**src/rtl/core/tns_pkg.sv**
```systemverilog
package tns_pkg;

  localparam int unsigned NOTE_DEPTH_DEF = 1024;
  localparam logic [31:0] REF_CLK_RST    = 32'd1193180;
  localparam logic [15:0] REST_PITCH_RST = 16'd59659;
  localparam logic [15:0] TONE_TICKS     = 16'hffff;

  typedef enum logic [2:0] {
    K_LOAD   = 3'd0,
    K_PLAY   = 3'd1,
    K_TONE   = 3'd2,
    K_PAUSE  = 3'd3,
    K_RESUME = 3'd4,
    K_STOP   = 3'd5,
    K_SEEK   = 3'd6,
    K_TICK   = 3'd7
  } kind_t;

  localparam logic [1:0] ST_STOPPED = 2'd0;
  localparam logic [1:0] ST_PLAYING = 2'd1;
  localparam logic [1:0] ST_PAUSED  = 2'd2;

  localparam logic CFG_REF_CLK    = 1'b0;
  localparam logic CFG_REST_PITCH = 1'b1;

  // controller to datapath
  typedef struct packed {
    logic capture;     // latch input item
    logic exec;        // apply simple command update
    logic fetch;       // issue note read at fetch address
    logic fetch_seek;  // fetch address is the seek pointer
    logic start_chk;   // evaluate fetched note for start of note
    logic seek_init;   // init seek walk
    logic seek_step;   // evaluate one fetched note in the walk
    logic div_start;   // start divider with pending hz
    logic div_done_ld; // store quotient in divisor
    logic out_load;    // load output register
  } tns_cmd_t;

  // datapath to controller
  typedef struct packed {
    logic need_fetch;  // command needs a note fetch
    logic is_seek;     // command is an owned seek
    logic seek_end;    // walk finished (found or end)
    logic div_req;     // a pitch must be sounded
    logic div_busy;
  } tns_sts_t;

endpackage

```
**src/rtl/core/tns_ctrl.sv**
```systemverilog
module tns_ctrl (
  input  logic                clk,
  input  logic                rst_n,
  input  logic                in_valid,
  output logic                in_ready,
  input  logic                out_valid,
  input  logic                out_ready,
  input  tns_pkg::tns_sts_t   sts,
  output tns_pkg::tns_cmd_t   cmd
);

  typedef enum logic [2:0] {
    S_IDLE, S_EXEC, S_FWAIT, S_FCHK, S_SWAIT, S_SCHK, S_DIV, S_OUT
  } state_t;

  state_t state_r, state_nxt;

  always_comb begin
    state_nxt = state_r;
    cmd       = '0;
    case (state_r)
      S_IDLE: begin
        if (in_valid && in_ready) begin
          cmd.capture = 1'b1;
          state_nxt   = S_EXEC;
        end
      end
      S_EXEC: begin
        cmd.exec = 1'b1;
        if (sts.is_seek) begin
          cmd.seek_init  = 1'b1;
          cmd.fetch      = 1'b1;
          cmd.fetch_seek = 1'b1;
          state_nxt      = S_SWAIT;
        end else if (sts.need_fetch) begin
          cmd.fetch = 1'b1;
          state_nxt = S_FWAIT;
        end else begin
          state_nxt = S_DIV;
        end
      end
      S_FWAIT: state_nxt = S_FCHK;
      S_FCHK: begin
        cmd.start_chk = 1'b1;
        state_nxt     = S_DIV;
      end
      S_SWAIT: state_nxt = S_SCHK;
      S_SCHK: begin
        cmd.seek_step = 1'b1;
        if (sts.seek_end) begin
          state_nxt = S_DIV;
        end else begin
          cmd.fetch      = 1'b1;
          cmd.fetch_seek = 1'b1;
          state_nxt      = S_SWAIT;
        end
      end
      S_DIV: begin
        if (sts.div_req) begin
          cmd.div_start = 1'b1;
          state_nxt     = S_OUT;
        end else begin
          cmd.out_load = 1'b1;
          state_nxt    = S_IDLE;
        end
      end
      S_OUT: begin
        if (!sts.div_busy) begin
          cmd.div_done_ld = 1'b1;
          cmd.out_load    = 1'b1;
          state_nxt       = S_IDLE;
        end
      end
      default: state_nxt = S_IDLE;
    endcase
  end

  assign in_ready = (state_r == S_IDLE) && !(out_valid && !out_ready);

  always_ff @(posedge clk) begin
    if (!rst_n) state_r <= S_IDLE;
    else        state_r <= state_nxt;
  end

  property p_ready_idle;
    @(posedge clk) disable iff (!rst_n) in_ready |-> state_r == S_IDLE;
  endproperty
  a_ready_idle: assert property (p_ready_idle) else $error("ready outside idle");

  property p_cap_exec;
    @(posedge clk) disable iff (!rst_n) cmd.capture |=> state_r == S_EXEC;
  endproperty
  a_cap_exec: assert property (p_cap_exec) else $error("capture not followed by exec");

  property p_divld;
    @(posedge clk) disable iff (!rst_n) cmd.div_done_ld |-> !sts.div_busy && cmd.out_load;
  endproperty
  a_divld: assert property (p_divld) else $error("quotient taken while busy");

endmodule

```
**config.mk**
```make
export PLATFORM = sky130hd
export DESIGN_NAME = tns_ctrl
export DESIGN_NICKNAME = d
export VERILOG_FILES = /design/src/rtl/core/tns_pkg.sv /design/src/rtl/core/tns_ctrl.sv
export SDC_FILE = /design/constraint.sdc
export NUM_CORES = 1
export LEC_CHECK = 0
export BUFFER_PORTS_ARGS = -buffer_cell sky130_fd_sc_hd__buf_4
export CAP_MARGIN = 20
export CORE_AREA = 10 10 47 49
export CTS_CLUSTER_DIAMETER = 50
export CTS_CLUSTER_SIZE = 24
export DETAILED_ROUTE_END_ITERATION = 8
export DIE_AREA = 0 0 57 59
export HOLD_SLACK_MARGIN = 0.03
export REMOVE_ABC_BUFFERS = 1
export SLEW_MARGIN = 20
export SYNTH_ARGS = -nofsm -noshare
export SYNTH_HDL_FRONTEND = slang
export SYNTH_SLANG_ARGS = --single-unit
```
**constraint.sdc**
```tcl
create_clock -name clk -period 1 [get_ports clk]
set_clock_uncertainty 0.05 [all_clocks]
set_input_delay 0.15 -clock clk [delete_from_list [all_inputs] [get_ports clk]]
set_output_delay 0.15 -clock clk [all_outputs]
set_load 0.005 [all_outputs]
```
==> impl_metrics.toml <==
[sta]
slew_headroom = 0.809
setup_tns_ns = -3.72
maxSlewViolCount = 0
finalHoldViolations = 0
grt_setup_unrepaired = "yes"
setup-violations-final = 14
fmax_mhz = 723
tightest_slew_ns = 0.286
fin_crit_sh = 1.38
fin_crit_ns = 1.38
fin_ws_ns = -0.383

[worst_setup_path]
startpoint_type = "flop"
crit_required_ns = 0.80
worst-endpoint-arrival_ns = 1.18
r2r_start = "state_r[1]"
worstSetupEndpointType = "output pin"
critPathKind = "flop to output pin"
critPathMaxFanout = 7
crit_start = "state_r[1]"

[grt]
grt_max_degree = 9
antenna_found_initial = 0
grtUsageTotal = 0.0737
grt_pass1_vias = 447
grt_pass1_wl_mm = 1.95
grt_overflow = 0

[placement]
dp_hpwl_um = 863
post-place-ws_ns = -0.174
gp_congestion = 0.884
io_buffers = 20

[power_and_ir_drop]
leakagePower_nw = 0.303
power.total_w = 0.000770
p_per_area_mw_per_mm2 = 1130
ir_drop_uv = 550

[floorplanning]
start_util = 0.217
core_area_mm2 = 0.00140
die_area_mm2 = 0.00336
die_w_um = 57
core.rowCount = 14
dieHeight_um = 59
pin_count = 21

[outcome]
outcome = "finished with violations"
violations = "setup timing"

[cts]
numCtsBuffers = 3
cts_tree = "done"
cts_max_path_buffers = 2
root_buffer = "clkbuf_4"
clk_pin_slew_ns = 0.03
hold_buffers = 0
htreeDepth = 1
cts_num_sinks = 3
clkLatencyLatePin_ns = 0.23

[cells_and_area]
layout_common_cells = "24 x buf_4, 4 x buf_6, 3 x nor2b_4, 3 x and2_1, 3 x clkbuf_4"
largest_reg_flops = 3
top_regs = "state_r x3"
diodes = 0
area_growth_pct = 125
final_common_cell = "buf_4"
drive_gt1_frac = 0.704
top_register = "state_r"
nets = 82

[detailed_routing]
vias_per_cell = 4.77
first_pass_iters = 4
vias = 415
postRouteAntennaNets = 0
drt_iter0_markers = 4
drc = 0
post_drt_wl_per_cell_um = 13.8
wl_mm = 1.20

[logic_synthesis]
synth-warning-count = 0
ys_seq_area_frac = 0.198
synth.distinct_cells = 25
netlist_instances = 39
ys_ff_latch = 3
postSynthAreaPerCell_um2 = 7.80
synth_area_um2 = 304

[worst_hold_path]
min_from = "in_valid"
min_path_type = "input port to flop"

[flow_run]
cap_viol_max_count = 0
## logic make-up after synthesis
group,synth area share
simple gates,0.539
flops,0.198
compound gates,0.189
buf+inv,0.0741
## path summary, 6_finish.rpt
kind / end / slack (ns) / cells past startpoint
max: cmd[0] / -0.38 / 3
min: state_r[0] / 0.14 / 3
max reg2reg: state_r[2] / -0.13 / 3
min reg2reg: state_r[0] / 0.61 / 3
## synthesized netlist by cell type
library cell | count | area (µm²)
and3_1 | 1 | 6.26
o21ai_1 | 1 | 5.00
o22ai_1 | 1 | 6.26
nor3b_2 | 1 | 12.5
dfxtp_1 | 3 | 60.1
buf_6 | 1 | 11.3
o2bb2ai_1 | 1 | 8.76
nor2b_2 | 1 | 8.76
o21ai_0 | 1 | 5.00
nor2_1 | 3 | 11.3
a32o_1 | 1 | 10.0
nor3_1 | 1 | 5.00
a21oi_1 | 3 | 15.0
nand3b_1 | 2 | 15.0
a211oi_1 | 1 | 7.51
nor2b_1 | 4 | 25.0
nor3b_1 | 2 | 15.0
buf_4 | 1 | 7.51
nand2_2 | 1 | 6.26
nor4b_2 | 1 | 15.0
or3b_1 | 1 | 8.76
nand2b_1 | 2 | 12.5
nand2_1 | 1 | 3.75
inv_2 | 1 | 3.75
and2_1 | 3 | 18.8
## through the flow
stage | cells | area, µm² | util | hold WS [ns]
floorplan | 37 | 285 | - | 0.262
global placement | 81 | 528 | 0.377 | 0.380
detailed placement | 81 | 528 | 0.377 | 0.380
CTS | 85 | 599 | 0.428 | 0.135
global route | 87 | 683 | 0.488 | 0.164
finish | 87 | 683 | 0.488 | 0.141
## power breakdown
group / internal [W] / switching (W) / total (W) / leakage [nW]
Combinational: 0.000246 / 0.000151 / 0.000397 / 0.261
Sequential: 0.000139 / 0.0000270 / 0.000166 / 0.0264
Clock: 0.000149 / 0.0000576 / 0.000207 / 0.0150
Total: 0.000533 / 0.000236 / 0.000770 / 0.303
## cell type report
cell class                 count  area, µm²
clock buffer                   4       26.3
fill                         155        718
inverter                       1       3.75
multi-input combinational     33        299
sequential                     3       68.8
tap                           16       20.0
timing repair buffer          30        265
## metal layers
layer | share of wire | global-route usage | up-vias
li1 | - | - | 204
met1 | 0.32 | 0.0576 | 191
met2 | 0.53 | 0.126 | 20
met3 | 0.14 | 0.0494 | 0
met4 | 0 | 0.0604 | 0
met5 | 0 | 0 | -
## worst max-delay path, cell delays in order, from the launching register on
cell and delay, ns:
dfxtp_4 0.37, nand2_1 0.19, nor3b_4 0.25, buf_4 0.14
## repair_timing
action                                  in CTS  in global routing
pin swaps                                    4                  3
buffers inserted                             0                  2
gates resized for setup                     12                 13
endpoints found under the setup margin      14                 14
No activity file was read; power rests on OpenSTA's default activity.
